`config.mk`:
```
export PLATFORM = sky130hd
export DESIGN_NAME = humidity_sensor_frame_decoder
export DESIGN_NICKNAME = d
export VERILOG_FILES = /design/src/design/hsfd_pkg.sv /design/src/design/hsfd_frame.sv /design/src/design/hsfd_conv.sv /design/src/design/humidity_sensor_frame_decoder.sv
export SDC_FILE = /design/constraint.sdc
export NUM_CORES = 1
export LEC_CHECK = 0
export BUFFER_PORTS_ARGS = -buffer_cell sky130_fd_sc_hd__buf_4
export CAP_MARGIN = 20
export CORE_ASPECT_RATIO = 1.25
export CORE_MARGIN = 2
export CORE_UTILIZATION = 58
export CTS_CLUSTER_SIZE = 12
export DETAILED_ROUTE_END_ITERATION = 10
export PLACE_DENSITY_LB_ADDON = 0.15
export SYNTH_ARGS = -nofsm -noshare
export SYNTH_HDL_FRONTEND = slang
export SYNTH_SLANG_ARGS = --single-unit
```
`constraint.sdc`:
```
create_clock -name clk -period 11.9 [get_ports clk]
set_input_delay 2.38 -clock clk [delete_from_list [all_inputs] [get_ports clk]]
set_output_delay 2.38 -clock clk [all_outputs]
set_load 0.05 [all_outputs]
```
`src/design/hsfd_pkg.sv`:
```
// ----------------------------------------------------------------------------
// hsfd_pkg
// Shared types, constants and arithmetic helpers of the humidity sensor
// frame decoder.
// ----------------------------------------------------------------------------
package hsfd_pkg;

	localparam logic [7:0]  CRC_POLY    = 8'h31;
	localparam logic [7:0]  CRC_INIT    = 8'hFF;
	localparam logic [15:0] TEMP_SCALE  = 16'd35000;
	localparam logic [15:0] HUM_SCALE   = 16'd20000;
	localparam logic signed [15:0] TEMP_OFFSET = 16'sd4500;
	localparam logic [4:0]  TRIM_MID    = 5'd10;
	localparam logic [4:0]  TRIM_RESET  = 5'd10;

	localparam logic CFG_TEMP_TRIM = 1'b0;
	localparam logic CFG_HUM_TRIM  = 1'b1;

	typedef enum logic [1:0] {
		ST_OK       = 2'd0,
		ST_TEMP_CRC = 2'd1,
		ST_HUM_CRC  = 2'd2
	} status_t;

	typedef enum logic [2:0] {
		POS_T_HI  = 3'd0,
		POS_T_LO  = 3'd1,
		POS_T_CRC = 3'd2,
		POS_H_HI  = 3'd3,
		POS_H_LO  = 3'd4,
		POS_H_CRC = 3'd5
	} pos_t;

	typedef struct packed {
		logic [15:0] raw_temperature;
		logic [15:0] raw_humidity;
		status_t     status;
	} frame_res_t;

	function automatic logic [7:0] crc_feed(logic [7:0] crc, logic [7:0] data);
		logic [7:0] c;
		c = crc ^ data;
		for (int i = 0; i < 8; i++) begin
			if (c[7]) begin
				c = {c[6:0], 1'b0} ^ CRC_POLY;
			end else begin
				c = {c[6:0], 1'b0};
			end
		end
		return c;
	endfunction

	// round(raw * k / 131070): x / 2 = a * 65536 + b = a * 65535 + (a + b),
	// and a + b stays below twice 65535
	function automatic logic [14:0] scale_round(logic [15:0] raw, logic [15:0] k);
		logic [31:0] x;
		logic [14:0] a;
		logic [15:0] b;
		logic [16:0] s;
		x = ({16'b0, raw} * {16'b0, k}) + 32'd65535;
		a = x[31:17];
		b = x[16:1];
		s = {2'b0, a} + {1'b0, b};
		return a + 15'(s >= 17'd65535);
	endfunction

endpackage

```
`src/design/hsfd_frame.sv`:
```
// ----------------------------------------------------------------------------
// hsfd_frame
// Input register, byte sequencing and CRC-8 check; hands one assembled frame
// to the conversion stage after the sixth byte.
// ----------------------------------------------------------------------------
module hsfd_frame (
	input  logic                clk,
	input  logic                arst_n,
	input  logic                in_valid,
	output logic                in_ready,
	input  logic [7:0]          in_byte,
	input  logic                in_start,
	output logic                res_valid,
	input  logic                res_ready,
	output hsfd_pkg::frame_res_t res
);
	import hsfd_pkg::*;

	logic       vld_s1;
	logic [7:0] byte_s1;
	logic       start_s1;

	pos_t       pos_q, pos_d;
	logic [7:0] crc_q, crc_d;
	logic [7:0] hi_q, hi_d;
	logic [15:0] tword_q, tword_d;
	logic [15:0] hword_q, hword_d;
	status_t    err_q, err_d;
	logic       emit;

	logic       s2_free;
	logic       proceed;
	pos_t       eff_pos;
	logic [7:0] crc_base;
	status_t    err_base;
	logic       active;

	frame_res_t res_s2;
	logic       vld_s2;

	assign s2_free  = !vld_s2 || res_ready;
	assign proceed  = vld_s1 && s2_free;
	assign in_ready = !vld_s1 || s2_free;

	assign active   = start_s1 || (pos_q != POS_T_HI);
	assign eff_pos  = start_s1 ? POS_T_HI : pos_q;
	assign crc_base = start_s1 ? CRC_INIT : crc_q;
	assign err_base = start_s1 ? ST_OK : err_q;

	always_comb begin
		pos_d = pos_q;
		if (active) begin
			unique case (eff_pos)
				POS_T_HI:  pos_d = POS_T_LO;
				POS_T_LO:  pos_d = POS_T_CRC;
				POS_T_CRC: pos_d = POS_H_HI;
				POS_H_HI:  pos_d = POS_H_LO;
				POS_H_LO:  pos_d = POS_H_CRC;
				default:   pos_d = POS_T_HI;
			endcase
		end else begin
			pos_d = POS_T_HI;
		end
	end

	always_comb begin
		crc_d   = crc_q;
		hi_d    = hi_q;
		tword_d = tword_q;
		hword_d = hword_q;
		err_d   = err_q;
		emit    = 1'b0;
		if (active) begin
			err_d = err_base;
			unique case (eff_pos)
				POS_T_HI, POS_H_HI: begin
					crc_d = crc_feed(CRC_INIT, byte_s1);
					hi_d  = byte_s1;
				end
				POS_T_LO: begin
					crc_d   = crc_feed(crc_base, byte_s1);
					tword_d = {hi_q, byte_s1};
				end
				POS_H_LO: begin
					crc_d   = crc_feed(crc_base, byte_s1);
					hword_d = {hi_q, byte_s1};
				end
				POS_T_CRC: begin
					if (crc_base != byte_s1 && err_base == ST_OK) begin
						err_d = ST_TEMP_CRC;
					end
					crc_d = CRC_INIT;
				end
				default: begin
					if (crc_base != byte_s1 && err_base == ST_OK) begin
						err_d = ST_HUM_CRC;
					end
					crc_d = CRC_INIT;
					emit  = 1'b1;
				end
			endcase
		end
	end

	always_ff @(posedge clk or negedge arst_n) begin
		if (!arst_n) begin
			vld_s1 <= 1'b0;
		end else if (in_ready) begin
			vld_s1 <= in_valid;
		end
	end

	always_ff @(posedge clk) begin
		if (in_ready && in_valid) begin
			byte_s1  <= in_byte;
			start_s1 <= in_start;
		end
	end

	always_ff @(posedge clk or negedge arst_n) begin
		if (!arst_n) begin
			pos_q   <= POS_T_HI;
			crc_q   <= CRC_INIT;
			err_q   <= ST_OK;
			hi_q    <= '0;
			tword_q <= '0;
			hword_q <= '0;
		end else if (proceed) begin
			pos_q   <= pos_d;
			crc_q   <= crc_d;
			err_q   <= err_d;
			hi_q    <= hi_d;
			tword_q <= tword_d;
			hword_q <= hword_d;
		end
	end

	always_ff @(posedge clk or negedge arst_n) begin
		if (!arst_n) begin
			vld_s2 <= 1'b0;
		end else if (s2_free) begin
			vld_s2 <= proceed && emit;
		end
	end

	always_ff @(posedge clk) begin
		if (proceed && emit) begin
			res_s2.raw_temperature <= tword_q;
			res_s2.raw_humidity    <= hword_q;
			res_s2.status          <= err_d;
		end
	end

	assign res_valid = vld_s2;
	assign res       = res_s2;

endmodule

```
`src/design/hsfd_conv.sv`:
```
// ----------------------------------------------------------------------------
// hsfd_conv
// Fixed-point conversion of the raw words to centi-units, trim, and the
// result register.
// ----------------------------------------------------------------------------
module hsfd_conv (
	input  logic                 clk,
	input  logic                 arst_n,
	input  logic                 res_valid,
	output logic                 res_ready,
	input  hsfd_pkg::frame_res_t res,
	input  logic [4:0]           temp_trim,
	input  logic [4:0]           hum_trim,
	output logic                 out_valid,
	input  logic                 out_ready,
	output logic [14:0]          temperature_centi,
	output logic [13:0]          humidity_centi,
	output logic [15:0]          raw_temperature,
	output logic [15:0]          raw_humidity,
	output logic [1:0]           status
);
	import hsfd_pkg::*;

	function automatic logic signed [15:0] apply_trim(logic signed [15:0] v,
		logic [4:0] trim);
		logic signed [15:0] t100;
		t100 = $signed({4'b0, 12'({7'b0, trim} * 12'd100)});
		if (trim >= TRIM_MID) begin
			return v + t100 - 16'sd1000;
		end else if (v <= t100) begin
			return '0;
		end
		return v - t100;
	endfunction

	logic        out_vld_q;
	logic [14:0] q_t;
	logic [14:0] q_h;
	logic signed [15:0] tc;
	logic signed [15:0] hc;
	logic signed [15:0] tc_trim;
	logic signed [15:0] hc_trim;
	logic        ok;

	assign res_ready = !out_vld_q || out_ready;

	assign q_t     = scale_round(res.raw_temperature, TEMP_SCALE);
	assign q_h     = scale_round(res.raw_humidity, HUM_SCALE);
	assign tc      = $signed({1'b0, q_t}) - TEMP_OFFSET;
	assign hc      = $signed({1'b0, q_h});
	assign tc_trim = apply_trim(tc, temp_trim);
	assign hc_trim = apply_trim(hc, hum_trim);
	assign ok      = (res.status == ST_OK);

	always_ff @(posedge clk or negedge arst_n) begin
		if (!arst_n) begin
			out_vld_q <= 1'b0;
		end else if (res_ready) begin
			out_vld_q <= res_valid;
		end
	end

	always_ff @(posedge clk) begin
		if (res_ready && res_valid) begin
			temperature_centi <= ok ? tc_trim[14:0] : '0;
			humidity_centi    <= ok ? hc_trim[13:0] : '0;
			raw_temperature   <= res.raw_temperature;
			raw_humidity      <= res.raw_humidity;
			status            <= res.status;
		end
	end

	assign out_valid = out_vld_q;

endmodule

```
`src/design/humidity_sensor_frame_decoder.sv`:
```
// ----------------------------------------------------------------------------
// humidity_sensor_frame_decoder
// Decodes six-byte temperature/humidity responses with CRC-8 checking and
// converts the readings to trimmed centi-units.
// ----------------------------------------------------------------------------
// One response byte is taken every clock unless output back-pressure stalls
// the input; the per-byte CRC-8 update in the frame stage sets that rate.
// Once its sixth byte is taken, a result passes the input register, the frame
// stage and the result register in turn. Only a request carrying tuser high
// starts a frame; a stray byte outside a frame is dropped. Trims are written
// through the cfg channel, which is always ready.
module humidity_sensor_frame_decoder (
	input  logic        clk,
	input  logic        arst_n,
	input  logic        s_axis_tvalid,
	output logic        s_axis_tready,
	input  logic [7:0]  s_axis_tdata,   // [7:0] rx_byte
	input  logic        s_axis_tuser,   // [0] frame_start
	output logic        m_axis_tvalid,
	input  logic        m_axis_tready,
	output logic [63:0] m_axis_tdata,   // [14:0] temperature_centi, [28:15] humidity_centi,
	                                    // [44:29] raw_temperature, [60:45] raw_humidity
	output logic [1:0]  m_axis_tuser,   // [1:0] status
	input  logic        cfg_valid,
	output logic        cfg_ready,
	input  logic        cfg_index,
	input  logic [4:0]  cfg_data
);
	import hsfd_pkg::*;

	logic [4:0]  temp_trim_q;
	logic [4:0]  hum_trim_q;
	logic        res_valid;
	logic        res_ready;
	frame_res_t  res;
	logic [14:0] temperature_centi;
	logic [13:0] humidity_centi;
	logic [15:0] raw_temperature;
	logic [15:0] raw_humidity;

	assign cfg_ready = 1'b1;

	always_ff @(posedge clk or negedge arst_n) begin
		if (!arst_n) begin
			temp_trim_q <= TRIM_RESET;
			hum_trim_q  <= TRIM_RESET;
		end else if (cfg_valid && cfg_ready) begin
			unique case (cfg_index)
				CFG_TEMP_TRIM: temp_trim_q <= cfg_data;
				CFG_HUM_TRIM:  hum_trim_q  <= cfg_data;
				default:       temp_trim_q <= temp_trim_q;
			endcase
		end
	end

	hsfd_frame u_frame (
		.clk       (clk),
		.arst_n    (arst_n),
		.in_valid  (s_axis_tvalid),
		.in_ready  (s_axis_tready),
		.in_byte   (s_axis_tdata),
		.in_start  (s_axis_tuser),
		.res_valid (res_valid),
		.res_ready (res_ready),
		.res       (res)
	);

	hsfd_conv u_conv (
		.clk               (clk),
		.arst_n            (arst_n),
		.res_valid         (res_valid),
		.res_ready         (res_ready),
		.res               (res),
		.temp_trim         (temp_trim_q),
		.hum_trim          (hum_trim_q),
		.out_valid         (m_axis_tvalid),
		.out_ready         (m_axis_tready),
		.temperature_centi (temperature_centi),
		.humidity_centi    (humidity_centi),
		.raw_temperature   (raw_temperature),
		.raw_humidity      (raw_humidity),
		.status            (m_axis_tuser)
	);

	assign m_axis_tdata = {3'b0, raw_humidity, raw_temperature, humidity_centi,
		temperature_centi};

endmodule

```
Yosys cells after proc, flatten, opt, wreduce, memory -nomap -nowiden
Index checks and enable logic that the tools add are counted.
{"block": "op_classes", "n_reduce_logical": 25, "addsub": 13, "multipliers": 4, "magnitude_cmp": 6, "n_bitwise": 26, "eq_ne": 5, "n_mux": 87}
{"operator": "two-way mux 8 bit", "n": 43}
{"operator": "two-way mux 6 bit", "n": 23}
{"operator": "NOT 3 bit", "n": 23}
{"operator": "two-way mux 15 bit", "n": 3}
{"operator": "two-way mux 14 bit", "n": 3}
{"operator": "adder 15 x 16 -> 17 bit", "n": 2}
{"operator": ">= comparator 17 x 16 -> 1 bit, second input constant", "n": 2}
{"operator": "adder 31 x 16 -> 32 bit, second input constant", "n": 1}
{"operator": "adder 32 x 16 -> 32 bit, second input constant", "n": 1}
{"operator": "adder 15 x 1 -> 15 bit", "n": 2}
{"operator": "multiplier 16 x 13 -> 29 bit, second input constant", "n": 1}
{"operator": "multiplier 16 x 10 -> 26 bit, second input constant", "n": 1}
{"operator": "case mux 8 bit (3 select lines)", "n": 1}
{"operator": "multiplier 5 x 5 -> 10 bit, second input constant", "n": 2}
{"operator": "<= comparator 16 x 13 -> 1 bit", "n": 1}
{"operator": "subtractor 15 x 13 -> 16 bit, second input constant", "n": 1}
{"operator": "adder 15 x 13 -> 15 bit", "n": 1}
{"operator": "<= comparator 15 x 12 -> 1 bit", "n": 1}
{"operator": "case mux 3 bit (5 select lines)", "n": 1}
{"operator": "subtractor 15 x 11 -> 15 bit, second input constant", "n": 1}
{"operator": "subtractor 15 x 13 -> 15 bit", "n": 1}
{"operator": "adder 14 x 12 -> 14 bit", "n": 1}
{"operator": "subtractor 14 x 11 -> 14 bit, second input constant", "n": 1}
{"operator": "subtractor 14 x 12 -> 14 bit", "n": 1}
{"operator": "23 further kinds", "n": 48}
{"block": "totals", "elab_cells": 187, "reg_bits": 172, "inputBits": 20}

Logic depth before layout (Yosys ltp)
{"block": "depth", "word_depth": 33, "depth_mapped": 59, "ltp_nobuf": 58}

Cells and area by module
From an unflattened synthesis, not the netlist that was laid out.
{"block": "hier_totals", "cells_unflattened": 2106, "area_unflattened_um2": 19815.3}
{"mod": "hsfd_conv", "cells_per_inst": 1765, "area_each_um2": 15089.5, "n_inst": 1}
{"mod": "hsfd_frame", "cells_per_inst": 313, "area_each_um2": 4257.8, "n_inst": 1}
{"mod": "humidity_sensor_frame_decoder", "cells_per_inst": 28, "area_each_um2": 467.9, "n_inst": 1}

Least setup slack after synthesis
No wires, ideal clock.
{"block": "synth_timing", "path_kind": "register -> register", "from": "reg u_frame.res_s2 (netlist bit u_frame.res[24])", "to": "reg u_conv.temperature_centi[14] (data pin)", "required_time_ns": 11.748, "setup_slack_ns": 0.264, "arrival_ns": 11.484, "synth_period_minus_slack_ns": 11.636, "stages_incl_launch_ff": 56, "cell_sequence": "edfxtp_1 -> ha_1 -> fa_1 -> ha_1 -> ha_1 -> inv_1 -> fa_1 -> inv_1 -> ha_1 -> and2_4 -> a221o_1 -> nor4_1 -> nor3_2 -> nor4_1 -> or3_1 -> xnor2_1 -> ha_1 -> nor2b_1 -> [... 20 more ...] -> xnor2_1 -> o21ai_0 -> xnor2_1 -> ha_1 -> ha_1 -> inv_1 -> o21bai_1 -> a21oi_1 -> o21bai_1 -> a21oi_1 -> o21bai_1 -> a21oi_1 -> o21bai_1 -> a21oi_1 -> xor2_1 -> xnor2_1 -> a211o_1 -> a31oi_1"}
{"block": "synth_between", "elab_chain_cells": 10, "word_cells_on_any_way": 14, "cone_classes": "7 x add/sub; 1 x mul; 2 x order compare; 4 x mux"}
{"item": "from (decl)", "line": "hsfd_frame.sv:38", "text": "frame_res_t res_s2;"}
{"item": "multiplier 16 x 13 -> 29 bit (*)", "line": "hsfd_pkg.sv:60", "text": "x = ({16'b0, raw} * {16'b0, k}) + 32'd65535;"}
{"item": "adder 32 x 16 -> 32 bit (*)", "line": "hsfd_pkg.sv:60"}
{"item": "adder 15 x 16 -> 17 bit", "line": "hsfd_pkg.sv:63", "text": "s = {2'b0, a} + {1'b0, b};"}
{"item": ">= comparator 17 x 16 -> 1 bit", "line": "hsfd_pkg.sv:64", "text": "return a + 15'(s >= 17'd65535);"}
{"item": "adder 15 x 1 -> 15 bit (*)", "line": "hsfd_pkg.sv:64"}
{"item": "subtractor 15 x 13 -> 16 bit (*)", "line": "hsfd_conv.sv:49", "text": "assign tc = $signed({1'b0, q_t}) - TEMP_OFFSET;"}
{"item": "adder 15 x 13 -> 15 bit or <= comparator 16 x 13 -> 1 bit (tied branches)", "line": "hsfd_conv.sv:29, hsfd_conv.sv:30"}
{"item": "subtractor 15 x 11 -> 15 bit or two-way mux 1 bit (tied branches)", "line": "hsfd_conv.sv:29, hsfd_conv.sv:30"}
{"item": "two-way mux 15 bit or two-way mux 1 bit (tied branches)", "line": "hsfd_conv.sv:28", "text": "if (trim >= TRIM_MID) begin"}
{"item": "two-way mux 15 bit (*)", "line": "hsfd_conv.sv:33", "text": "return v - t100;"}
{"item": "to (signal assigned)", "line": "hsfd_conv.sv:65", "text": "temperature_centi <= ok ? tc_trim[14:0] : '0;"}
{"item": "to (decl)", "line": "hsfd_conv.sv:16", "text": "output logic [14:0] temperature_centi,"}
Every way passes the cells marked *; elsewhere a longest branch is shown, timed or not.
A chain may end at the register's enable or synchronous reset.

Final worst setup path
{"block": "layout_timing", "from": "reg u_frame.res_s2 (netlist bit u_frame.res[21])", "to": "reg u_conv.temperature_centi[7] (data pin)"}
Same word-level chain as after synthesis.

==> impl_metrics.ini <==
[synthesis]
netlist_instances = 2125
synth_area_um2 = 19660
synth_top_area_share_pct = 19.79
ys_seq_area_share_pct = 24.66
synth_top_area_cell = ha_1
synth-edff-count = 106
syn_avg_cell_area_um2 = 9.254
yosysWarnings = 0
synth.area.top_cells = ha_1 (20%), edfxtp_1 (16%), fa_1 (8.8%)
synthFlopType = edfxtp_1
synth.distinct_cells = 97
synthArstFlopShare_pct = 38.37
ys_ff_latch = 172

[route]
ant_nets = 0
viasPerCell = 5.663
drcViolationCount = 0
drt_iter0_drc = 878
drt_pass1_iterations = 5
wl_per_cell_um = 16.91
wl_mm = 49.00
vias = 16406

[global_route]
grt_pass1_vias = 16198
gr-usage-all-layers_pct = 26.92
grt_overflow_total = 0
grt_pass1_wl_mm = 77.51
antenna_found_initial = 2
grt_max_degree = 67

[cells_and_area]
final_util_pct = 72.62
nNetsFinal = 2878
antenna_cells = 0
area_delta_synth_final_pct = 23.72
drive_gt1_share_pct = 25.83

[worst_setup_path]
path_max_fanout = 9
max_stage_delay_ps = 550
cp-startpoint = u_frame.res[21]
timing.rr.start = u_frame.res[21]
critPathCaptureType = flop
start_kind = flop
crit_type = flop to flop
required_ps = 12080
cpMostUsedCell = buf_4
slowest_stage = fa_1
worstPathArrival_ps = 11610

[clocking]
tritoncts = done
path_clk_slew_ps = 80
root_buffer = clkbuf_16
cts_buffer_depth = 2
clkLatencyLatePin_ps = 460
cts_made_buffers = 17
htreeDepth = 4
ctsHoldBuffers = 0
cts.sink_count = 172

[run_status]
status = finished clean

[die]
die_height_um = 209.9
dieWidth_um = 168.7
initial_core_util_pct = 58.70
core_um2 = 33500
rows = 75
fp.dieArea_um2 = 35400
io-pin-count = 89

[worst_hold_path]
hold_start = u_frame.hword_q[12]
hold_path_class = flop to flop

[place]
port_buffers = 84
routabilityCongestion = 0.9090
dp_hpwl_mm = 37.76

[timing]
fmax_ghz = 0.08752
fin_skew_ps = 15.95
setup_viol = 0
hold_violations = 0
final.period_utilization_pct = 96.02
holdWs_ps = 445.0
maxSlewHeadroom_pct = 38.41
tightest_slew_ps = 923.8
tns_ps = 0
layout_min_cycle_time_ps = 11430
drv_slew = 0

[run]
cap_viol_max_count = 0
-- final cells by class --
cell class / instances / area [µm²]
Multi-Input combinational cell: 1575 / 14360
Timing Repair Buffer: 362 / 2725
Tap cell: 423 / 529.3
Clock inverter: 15 / 185.2
Inverter: 333 / 1252
Fill cell: 2427 / 9173
Sequential cell: 172 / 4850
Clock buffer: 17 / 425.4
-- synthesized netlist by cell type (all sizes together) (7+ instances only) --
cell type / n
a2111oi: 10
a211oi: 10
a21boi: 16
a21o: 34
a21oi: 108
a221oi: 7
a31oi: 18
and2: 20
and3: 14
buf: 12
clkbuf: 35
dfrtp: 54
dfstp: 12
edfxtp: 106
fa: 86
ha: 311
inv: 333
mux2: 46
nand2: 107
nand2b: 17
nand3: 33
nand4: 23
nor2: 129
nor2b: 9
nor3: 51
nor3b: 8
nor4: 30
o211ai: 7
o21a: 15
o21ai: 83
o21bai: 22
o22ai: 20
o31ai: 10
or2: 11
or3: 20
or4: 11
xnor2: 133
xor2: 60
-- layer usage --
metal	global-route usage, %	vias up	part of all wire (%)
met4	7.491	0	2.6
met2	49.46	356	52
met1	33.33	7877	42
met5	0	-	0
met3	2.866	78	3.2
li1	-	8095	-
-- sequential cells by signal, summed over array words and instances, names as in the netlist, 14 cells and up --
register	count
u_frame.tword_q	16
u_frame.res	34
u_conv.humidity_centi	14
u_frame.hword_q	16
u_conv.temperature_centi	15
u_conv.raw_temperature	16
u_conv.raw_humidity	16
-- path summary, 6_finish.rpt --
kind / slack [ps] / depth (start not counted) / endpoint
worst min register to register: 450 / 0 / u_frame.res[14]
max in group asynchronous: 9270 / 1 / u_frame.hword_q[1]
min in group asynchronous: 2000 / 1 / temp_trim_q[2]
worst max-delay path: 470 / 48 / u_conv.temperature_centi[7]
worst min-delay path: 450 / 0 / u_frame.res[14]
worst max register to register: 470 / 48 / u_conv.temperature_centi[7]
-- per-stage QoR --
stage,setup slack [ps],cells,instance area [µm²]
after CTS,1.102,2850,23160
after global routing,-187.1,2897,24330
after detailed placement,-359.8,2798,22240
after global placement,-198.4,2798,22240
after floorplan,264.1,2127,19670
final,473.4,2897,24330
-- cells in the final DEF, fill, tap and decap left out, types with 16 or more instances in the layout --
cell type / n
a21oi_1: 90
fa_1: 85
dfrtp_1: 54
and2_1: 16
nand2b_1: 16
or3_1: 18
xnor2_1: 120
clkbuf_16: 17
o21bai_1: 21
edfxtp_1: 106
xor2_1: 53
nor3_1: 45
ha_4: 23
mux2_2: 45
nor2_1: 116
a21o_1: 34
o22ai_1: 19
inv_1: 322
ha_1: 285
buf_4: 360
o21ai_0: 60
nor4_1: 23
nand3_1: 31
nand2_1: 102
nand4_1: 22
-- critical path: cells and delay by family (launching register included) --
family	cells	cell delay (ps)
and+or+nand+nor	18	4160
xor gates and xnor gates	3	620
muxes	1	290
buffers and inverters	7	1010
adders and majority gates	10	3260
DFF	1	520
AOI/OAI and AO/OA	9	1290
-- cells by family (layout without fill, tap and decap cells) --
kind of cell | Yosys count | in the layout | share of synthesized area (%)
muxes | 48 | 48 | 2.736
AOI/OAI and AO/OA | 426 | 426 | 14.45
xor gates and xnor gates | 194 | 194 | 8.711
adders and majority gates | 397 | 397 | 28.54
and+or+nand+nor | 506 | 506 | 13.50
buffers and inverters | 380 | 727 | 7.362
other | 2 | 4 | 0.03819
DFF | 172 | 172 | 24.66
-- what timing repair did --
item | CTS | global route
endpoints found under the setup margin | 15 | 29
buffers inserted | 20 | 46
gates cloned | 0 | 1
pin swaps | 10 | 83
resized for setup | 30 | 181
Power is not shown: default switching activity piles up to over one toggle a cycle in this logic, so the estimate is an artifact.
